===== src/rtl/obo_pkg.sv =====
// shared types and constants for the oriented box overlap block
// no dependencies; used by obo_dot, obo_ivl and oriented_box_overlap_sat
package obo_pkg;

    localparam int unsigned HEAD_W    = 16;  // heading cosine/sine width, q1.14
    localparam int unsigned AXIS_W    = 17;  // axis component, room for a negated sine
    localparam int unsigned SLOT_W    = 3;   // corner slot address: box and corner index
    localparam int unsigned SLOTS     = 8;
    localparam int unsigned STEP_W    = 5;   // axis, box and corner of one projection

    // travels with each projection down the pipe
    typedef struct packed {
        logic valid;
        logic box;          // which box the projected corner belongs to
        logic first;        // first corner of the box on this axis
        logic last_corner;  // fourth corner of the box on this axis
        logic first_axis;
        logic final_axis;
    } t_tag;

endpackage


===== src/rtl/oriented_box_overlap_sat.sv =====
// top level of the oriented rectangle overlap test by separating axes
// depends on obo_pkg, obo_dot (projection unit) and obo_ivl (interval tracker)
//
// usage
//   a corner transfer happens at a rising edge with start high and busy low.
//   i_box_select picks the box, i_corner_x/i_corner_y give the corner, and
//   i_dir_cos/i_dir_sin replace that box's heading. each box keeps up to four
//   corners per round; further corners for a full box are dropped along with
//   their heading.
//   a transfer without i_last leaves busy low.
//   a transfer with i_last stores its corner, then the sequencer walks 32
//   projections (4 axes x 2 boxes x 4 corners) through one shared multiplier
//   pair, one per cycle, behind a registered corner memory read.
//   o_valid pulses for one cycle with o_collide; busy rises at the edge that
//   took the last transfer and stays high through the o_valid cycle, so the
//   next transfer is taken only after the result has come out.
//   a round walks the 32 projections through the shared multiplier pair and
//   the four-stage pipe (memory read, products, sum, min/max).
//   the receiver cannot stall: the result is on the ports for that one cycle.
//   reset clears the corner counts and the sequencer; stored corners and
//   headings are undefined until written.
module oriented_box_overlap_sat #(
    parameter int unsigned COORD_BITS = 24
) (
    input  logic                                    i_clk,
    input  logic                                    i_rst_n,
    input  logic                                    start,
    output logic                                    busy,
    input  logic                                    i_box_select,
    input  logic signed [COORD_BITS-1:0]            i_corner_x,
    input  logic signed [COORD_BITS-1:0]            i_corner_y,
    input  logic signed [obo_pkg::HEAD_W-1:0]       i_dir_cos,
    input  logic signed [obo_pkg::HEAD_W-1:0]       i_dir_sin,
    input  logic                                    i_last,
    output logic                                    o_valid,
    output logic                                    o_collide
);

    localparam int unsigned DOT_W = COORD_BITS + obo_pkg::AXIS_W + 1;

    typedef enum logic [1:0] {
        S_IDLE,
        S_RUN,
        S_DRAIN
    } t_state;

    t_state                                r_state;
    logic [2:0]                            r_cnt [2];
    logic [obo_pkg::STEP_W-1:0]            r_idx;
    logic                                  accept;
    logic                                  store;

    // corner memory, {y, x} per slot
    logic [2*COORD_BITS-1:0]               r_mem [obo_pkg::SLOTS];
    logic [2*COORD_BITS-1:0]               r_rd;
    logic [obo_pkg::SLOT_W-1:0]            wr_addr;

    logic signed [obo_pkg::HEAD_W-1:0]     r_cos [2];
    logic signed [obo_pkg::HEAD_W-1:0]     r_sin [2];

    logic                                  hb;
    logic signed [obo_pkg::AXIS_W-1:0]     cos_ext;
    logic signed [obo_pkg::AXIS_W-1:0]     sin_ext;
    logic signed [obo_pkg::AXIS_W-1:0]     n_ax;
    logic signed [obo_pkg::AXIS_W-1:0]     n_ay;
    logic signed [obo_pkg::AXIS_W-1:0]     r_ax;
    logic signed [obo_pkg::AXIS_W-1:0]     r_ay;
    obo_pkg::t_tag                         n_tag;
    obo_pkg::t_tag                         r_tag;

    obo_pkg::t_tag                         dot_tag;
    logic signed [DOT_W-1:0]               dot;
    logic                                  ivl_valid;
    logic                                  ivl_collide;

    assign busy    = (r_state != S_IDLE);
    assign accept  = start && !busy;
    // a box takes corners until it holds four this round
    assign store   = accept && !r_cnt[i_box_select][2];
    assign wr_addr = {i_box_select, r_cnt[i_box_select][1:0]};

    // axis for the step being issued: heading (c, s) or its normal (-s, c)
    always_comb begin
        hb      = r_idx[4];
        cos_ext = obo_pkg::AXIS_W'(r_cos[hb]);
        sin_ext = obo_pkg::AXIS_W'(r_sin[hb]);
        n_ax    = r_idx[3] ? -sin_ext : cos_ext;
        n_ay    = r_idx[3] ? cos_ext  : sin_ext;

        n_tag.valid       = (r_state == S_RUN);
        n_tag.box         = r_idx[2];
        n_tag.first       = (r_idx[1:0] == '0);
        n_tag.last_corner = (r_idx[1:0] == '1);
        n_tag.first_axis  = (r_idx[4:3] == '0);
        n_tag.final_axis  = (r_idx[4:3] == '1);
    end

    // sequencer: idle takes corners, run issues 32 projections, drain waits for result
    always_ff @(posedge i_clk) begin
        if (!i_rst_n) begin
            r_state  <= S_IDLE;
            r_cnt[0] <= '0;
            r_cnt[1] <= '0;
            r_idx    <= '0;
            r_tag    <= '0;
        end else begin
            r_tag <= n_tag;
            unique case (r_state)
                S_IDLE: begin
                    if (store) begin
                        r_cnt[i_box_select] <= r_cnt[i_box_select] + 3'd1;
                    end
                    if (accept && i_last) begin
                        r_cnt[0] <= '0;
                        r_cnt[1] <= '0;
                        r_idx    <= '0;
                        r_state  <= S_RUN;
                    end
                end
                S_RUN: begin
                    r_idx <= r_idx + obo_pkg::STEP_W'(1);
                    if (r_idx == '1) begin
                        r_state <= S_DRAIN;
                    end
                end
                S_DRAIN: begin
                    if (ivl_valid) begin
                        r_state <= S_IDLE;
                    end
                end
                default: begin
                    r_state <= S_IDLE;
                end
            endcase
        end
    end

    // corner and heading storage, registered corner read
    always_ff @(posedge i_clk) begin
        if (store) begin
            r_mem[wr_addr]      <= {i_corner_y, i_corner_x};
            r_cos[i_box_select] <= i_dir_cos;
            r_sin[i_box_select] <= i_dir_sin;
        end
        r_rd <= r_mem[r_idx[obo_pkg::SLOT_W-1:0]];
        r_ax <= n_ax;
        r_ay <= n_ay;
    end

    obo_dot #(
        .COORD_BITS (COORD_BITS)
    ) u_dot (
        .i_clk   (i_clk),
        .i_rst_n (i_rst_n),
        .i_tag   (r_tag),
        .i_x     (r_rd[COORD_BITS-1:0]),
        .i_y     (r_rd[2*COORD_BITS-1:COORD_BITS]),
        .i_ax    (r_ax),
        .i_ay    (r_ay),
        .o_tag   (dot_tag),
        .o_dot   (dot)
    );

    obo_ivl #(
        .DOT_W (DOT_W)
    ) u_ivl (
        .i_clk     (i_clk),
        .i_rst_n   (i_rst_n),
        .i_tag     (dot_tag),
        .i_dot     (dot),
        .o_valid   (ivl_valid),
        .o_collide (ivl_collide)
    );

    assign o_valid   = ivl_valid;
    assign o_collide = ivl_collide;

    // a result only comes out while the sequencer waits for it
    a_valid_in_drain : assert property (@(posedge i_clk) disable iff (!i_rst_n)
        o_valid |-> (r_state == S_DRAIN))
        else $error("result strobe outside drain");

    // the last transfer starts a round
    a_last_starts : assert property (@(posedge i_clk) disable iff (!i_rst_n)
        (start && !busy && i_last) |=> (busy && r_idx == '0))
        else $error("last transfer did not start a round");

    // no box ever holds more than four corners
    a_cnt_bound : assert property (@(posedge i_clk) disable iff (!i_rst_n)
        (r_cnt[0] <= 3'd4) && (r_cnt[1] <= 3'd4))
        else $error("corner count overflow");

    // counts are cleared while a round runs
    a_cnt_clear : assert property (@(posedge i_clk) disable iff (!i_rst_n)
        (r_state == S_RUN) |-> (r_cnt[0] == '0 && r_cnt[1] == '0))
        else $error("corner count not cleared");

endmodule


===== src/rtl/obo_dot.sv =====
// shared projection unit: multiplier pair, register, adder, register
// depends on obo_pkg for the tag type and axis width
module obo_dot #(
    parameter int unsigned COORD_BITS = 24
) (
    input  logic                                           i_clk,
    input  logic                                           i_rst_n,
    input  obo_pkg::t_tag                                  i_tag,
    input  logic signed [COORD_BITS-1:0]                   i_x,
    input  logic signed [COORD_BITS-1:0]                   i_y,
    input  logic signed [obo_pkg::AXIS_W-1:0]              i_ax,
    input  logic signed [obo_pkg::AXIS_W-1:0]              i_ay,
    output obo_pkg::t_tag                                  o_tag,
    output logic signed [COORD_BITS+obo_pkg::AXIS_W:0]     o_dot
);

    localparam int unsigned PROD_W = COORD_BITS + obo_pkg::AXIS_W;
    localparam int unsigned DOT_W  = PROD_W + 1;

    obo_pkg::t_tag            r_tag_p;
    obo_pkg::t_tag            r_tag_s;
    logic signed [PROD_W-1:0] r_px;
    logic signed [PROD_W-1:0] r_py;
    logic signed [PROD_W-1:0] n_px;
    logic signed [PROD_W-1:0] n_py;
    logic signed [DOT_W-1:0]  r_dot;
    logic signed [DOT_W-1:0]  n_dot;

    always_comb begin
        n_px  = PROD_W'(i_x) * PROD_W'(i_ax);
        n_py  = PROD_W'(i_y) * PROD_W'(i_ay);
        n_dot = DOT_W'(r_px) + DOT_W'(r_py);
    end

    always_ff @(posedge i_clk) begin
        r_px  <= n_px;
        r_py  <= n_py;
        r_dot <= n_dot;
    end

    always_ff @(posedge i_clk) begin
        if (!i_rst_n) begin
            r_tag_p <= '0;
            r_tag_s <= '0;
        end else begin
            r_tag_p <= i_tag;
            r_tag_s <= r_tag_p;
        end
    end

    assign o_tag = r_tag_s;
    assign o_dot = r_dot;

endmodule


===== src/rtl/obo_ivl.sv =====
// projection interval tracker: per-box min/max, overlap test per axis
// depends on obo_pkg for the tag type
module obo_ivl #(
    parameter int unsigned DOT_W = 42
) (
    input  logic                    i_clk,
    input  logic                    i_rst_n,
    input  obo_pkg::t_tag           i_tag,
    input  logic signed [DOT_W-1:0] i_dot,
    output logic                    o_valid,
    output logic                    o_collide
);

    logic signed [DOT_W-1:0] r_lo;
    logic signed [DOT_W-1:0] r_hi;
    logic signed [DOT_W-1:0] r_lo0;
    logic signed [DOT_W-1:0] r_hi0;
    logic signed [DOT_W-1:0] n_lo;
    logic signed [DOT_W-1:0] n_hi;
    logic                    r_hit;
    logic                    r_collide;
    logic                    r_valid;
    logic                    n_overlap;
    logic                    n_hit;

    always_comb begin
        if (i_tag.first) begin
            n_lo = i_dot;
            n_hi = i_dot;
        end else begin
            n_lo = (i_dot < r_lo) ? i_dot : r_lo;
            n_hi = (i_dot > r_hi) ? i_dot : r_hi;
        end
        // touching ends count as overlap
        n_overlap = ((r_lo0 <= n_lo) && (n_lo <= r_hi0)) ||
                    ((n_lo <= r_lo0) && (r_lo0 <= n_hi));
        n_hit     = n_overlap && (i_tag.first_axis || r_hit);
    end

    always_ff @(posedge i_clk) begin
        if (i_tag.valid) begin
            r_lo <= n_lo;
            r_hi <= n_hi;
            if (i_tag.last_corner && !i_tag.box) begin
                r_lo0 <= n_lo;
                r_hi0 <= n_hi;
            end
            if (i_tag.last_corner && i_tag.box) begin
                r_hit <= n_hit;
                if (i_tag.final_axis) begin
                    r_collide <= n_hit;
                end
            end
        end
    end

    always_ff @(posedge i_clk) begin
        if (!i_rst_n) begin
            r_valid <= 1'b0;
        end else begin
            r_valid <= i_tag.valid && i_tag.last_corner && i_tag.box && i_tag.final_axis;
        end
    end

    assign o_valid   = r_valid;
    assign o_collide = r_collide;

endmodule


===== config.mk =====
export PLATFORM = sky130hd
export DESIGN_NAME = oriented_box_overlap_sat
export DESIGN_NICKNAME = d
export VERILOG_FILES = /design/src/rtl/obo_pkg.sv /design/src/rtl/oriented_box_overlap_sat.sv /design/src/rtl/obo_dot.sv /design/src/rtl/obo_ivl.sv
export SDC_FILE = /design/constraint.sdc
export NUM_CORES = 2
export LEC_CHECK = 0
export BUFFER_PORTS_ARGS = -buffer_cell sky130_fd_sc_hd__buf_4
export CAP_MARGIN = 25
export CORE_UTILIZATION = 50
export CTS_BUF_LIST = sky130_fd_sc_hd__clkbuf_8
export CTS_CLUSTER_SIZE = 16
export DETAILED_ROUTE_END_ITERATION = 10
export PLACE_DENSITY = 0.66
export SYNTH_ARGS = -nofsm -noshare
export SYNTH_HDL_FRONTEND = slang
export SYNTH_SLANG_ARGS = --single-unit

===== constraint.sdc =====
create_clock -name i_clk -period 11.1 [get_ports i_clk]
set_input_delay 1.665 -clock i_clk [delete_from_list [all_inputs] [get_ports i_clk]]
set_output_delay 1.665 -clock i_clk [all_outputs]
set_load 0.02 [all_outputs]

==> out/metrics.csv <==
stage,metric,value,unit
outcome,status,finished clean,
floorplanning,Die ar.,0.135,mm²
setup_path,CP max stage delay,1.02,ns
logic_synthesis,asr flop ratio synth,0,%
clock_tree,CTS root buf,clkbuf_8,
layout,share of post-route cells with drive strength above 1,9.45,%
setup_path,FF-to-FF End,u_dot.r_py[39],
logic_synthesis,synth unique cells,76,
grt,met2 usage,40.0,%
timing,Final Setup Violations,0,
logic_synthesis,"flops & latches, synth",856,
grt,initial antenna violation count,9,
grt,M3 GR Usage,4.09,%
timing,setup TNS,0,ns
detailed_routing,detailed-route via count,42200,
grt,GR Util met1,31.7,%
detailed_routing,drt via density,5.40,
logic_synthesis,Mapped Avg Cell Area,11.4,µm²
floorplanning,Die Y-Extent,367,µm
setup_path,crit path DAT,7.90,ns
layout,Fillers,11300,
logic_synthesis,Cells after Synth,5831,
setup_path,WP buf/inv,5,
timing,slew margin rel.,27.8,%
setup_path,CP top delay family,adder cells,
logic_synthesis,leading area contributor after synthesis,edfxtp_1,
timing,RSZ-0062 raised after global routing,no,
timing,Hold WS,0.430,ns
grt,gr ovfl total,0,
placed_design,port bufs,87,
clock_tree,postcts setup bufs,0,
detailed_routing,number of iterations in the first detailed-routing pass,5,
setup_path,R2R Setup Slk,3.92,ns
setup_path,worst reg-to-reg path cell count,24,
floorplanning,I/O Pins,88,
logic_synthesis,"EDFF count, synth",624,
setup_path,critical path's slowest cell,dfxtp_1,
clock_tree,post-cts repair resize count,0,
setup_path,Critical Path Start Type,flip-flop,
min_path,min-delay src,u_dot.r_tag_p[5],
logic_synthesis,Post-Syn Area,0.0666,mm²
timing,Tmin final,7.18,ns
setup_path,"Top cell by count, worst path",fa_1,
floorplanning,Core ar.,0.132,mm²
floorplanning,Initial Utilization,50.5,%
min_path,HP Class,reg2reg,
clock_tree,CTS Sinks,856,
placed_design,dpl hpwl,116000,µm
flow_run,max cap viols,0,
clock_tree,CTS H-tree depth,4,
logic_synthesis,"Seq/Total Area, Yosys",35.1,%
clock_tree,cts bufs inserted,145,
clock_tree,CTS tree,yes,
detailed_routing,final wirelength,157000,µm
setup_path,Worst Path Max Fanout,24,
detailed_routing,DR iter-0 viols,2690,
grt,vias in the first global route,45400,
logic_synthesis,area fraction of the dominant cell type after synthesis,28.1,%
setup_path,Reg-to-Reg Start,r_ay[8],
layout,"commonest non-fill, non-tap cell in the layout",inv_1,
layout,most frequent cells in the layout,"1059 x inv_1, 804 x fa_1, 624 x edfxtp_1, 539 x nand2_1, 454 x and2_1",
logic_synthesis,Synth Warn #,0,
timing,Fmax,0.139,GHz
placed_design,GP Congestion,0.888,
clock_tree,hold-fix buffer count after cts,0,
timing,Final Hold Vio Count,0,
grt,first-pass GRT wire length,251000,µm
clock_tree,Clock Latency Late Sink,0.84,ns
timing,Worst Tran Pin Value,1.08,ns
logic_synthesis,"Net Count, Synth",7172,
logic_synthesis,"Top FF cell, synth",edfxtp_1,
setup_path,crit-path cells,nand2_1 -> fa_1 -> inv_1 -> fa_1 -> inv_1 -> fa_1 -> inv_1 -> fa_1 -> inv_1 -> fa_1 -> inv_1 -> fa_1 -> ha_1 -> a21o_1 -> a21oi_1 -> a2bb2oi_1 -> o31ai_2 -> a31o_2 -> nand4_1 -> a31oi_1 -> a41o_1 -> o21a_1 -> a311o_1 -> xor2_1,
floorplanning,Die X-Extent,367,µm
detailed_routing,final antenna-violating net count,0,
grt,largest net degree at the start of global routing,61,
clock_tree,CTS Buffer Depth,3,
layout,nets,7276,
setup_path,CP endpoint kind,flip-flop,
timing,"Slew Viols, Final",0,
floorplanning,row cnt,133,
min_path,Hold Path End,u_dot.o_tag[5],
min_path,hold depth,1,
detailed_routing,drc violations,0,
clock_tree,"Reg clk slew, reported paths",0.06,ns
timing,skew final,0.0536,ns
grt,total global-route track usage,24.0,%
layout,synth-to-layout area growth,8.66,%
grt,grt peak-use layer,met2,
setup_path,CP Class,reg2reg,
detailed_routing,routed length per instance,20.1,µm
logic_synthesis,top post-synthesis cells by area,"edfxtp_1 28%, fa_1 24%, ha_1 8.5%",
setup_path,critical path data required time,11.82,ns
timing,period utilisation layout,64.7,%
cell usage after synthesis, types with 8 or more instances:
master	count
a211o_1	9
a211oi_1	13
a21o_1	132
a21oi_1	166
a221oi_1	45
a22oi_1	8
a31oi_1	11
and2_1	454
and3_1	12
buf_1	13
clkbuf_1	175
dfxtp_1	232
edfxtp_1	624
fa_1	804
ha_1	452
inv_1	1004
mux2_1	18
mux2_2	77
mux2i_1	114
mux4_2	96
nand2_1	539
nand2b_1	86
nand3_1	19
nand4_1	53
nor2_1	223
nor2b_1	42
nor3_1	32
o211ai_1	8
o21a_1	35
o21ai_0	72
o21bai_1	13
o31a_1	13
xnor2_1	104
xor2_1	34
worst max-delay path by stage:
stage / start / endpoint / slack (ns) / cells past startpoint
finish: r_ay[8] / u_dot.r_py[39] / 3.92 / 24
global route: r_rd[36] / u_dot.r_py[39] / 3.47 / 24
CTS: r_ay[3] / u_dot.r_py[39] / 3.65 / 24
detailed placement: r_ay[3] / u_dot.r_py[39] / 3.69 / 24
global placement: r_ay[3] / u_dot.r_py[39] / 3.78 / 24
floorplan: r_rd[36] / u_dot.r_py[39] / 4.60 / 25
stage by stage:
| step | util [%] | setup slack (ns) | area (µm²) | std cells |
|---|---|---|---|---|
| 3_3_place_gp | 52.5 | 3.78 | 69300 | 7539 |
| 6_report | 54.9 | 3.92 | 72400 | 7814 |
| 5_1_grt | 54.9 | 3.47 | 72400 | 7812 |
| 3_5_place_dp | 52.6 | 3.69 | 69300 | 7540 |
| 2_1_floorplan | - | 4.60 | 66600 | 5831 |
| 4_1_cts | 54.9 | 3.65 | 72300 | 7807 |
cells by family (layout without fill, tap and decap cells):
logic type / after synthesis / in the layout / share of synthesized area (%)
adders and majority gates: 1256 / 1256 / 32.7
other: 0 / 4 / 0
and+or+nand+nor: 1492 / 1492 / 11.1
DFF: 856 / 856 / 35.1
buffers and inverters: 1207 / 1431 / 6.89
AOI/OAI and AO/OA: 577 / 577 / 5.84
muxes: 305 / 305 / 6.57
xor gates and xnor gates: 138 / 138 / 1.81
area by class of cell:
type	instances	area, µm²	area share [%]
Sequential cell	856	23400	32.3
Clock buffer	165	2270	3.14
Multi-Input combinational cell	3768	38700	53.5
Timing Repair Buffer	159	1240	1.71
Antenna cell	4	10.0	0.0138
Tap cell	1755	2200	3.03
Inverter	1005	3770	5.21
Clock inverter	102	753	1.04
routing by layer:
layer  wire, µm  share of wire, %  up-vias
met4       4850               3.1        2
met3       9290               5.9      262
met5         14            0.0089        -
met2      75300                48     1202
li1           -                 -    19300
met1      67700                43    21400
registers in the layout (all words and copies together) (netlist names), 2 cells and up, named ones only:
name and flops:
u_dot.r_px 41, u_ivl.r_lo0 42, r_tag 6, r_mem 384, r_sin 32, r_state 2
u_dot.o_tag 6, r_cos 32, u_dot.r_py 41, r_ax 17, u_dot.o_dot 42, u_dot.r_tag_p 6
r_cnt 6, u_ivl.r_hi 42, u_ivl.r_lo 42, u_ivl.r_hi0 42, r_idx 5, r_ay 16
r_rd 48
Power is left out: the tool's default activity adds up to more than one toggle a clock period on the data nets, which glitch-free logic cannot reach.
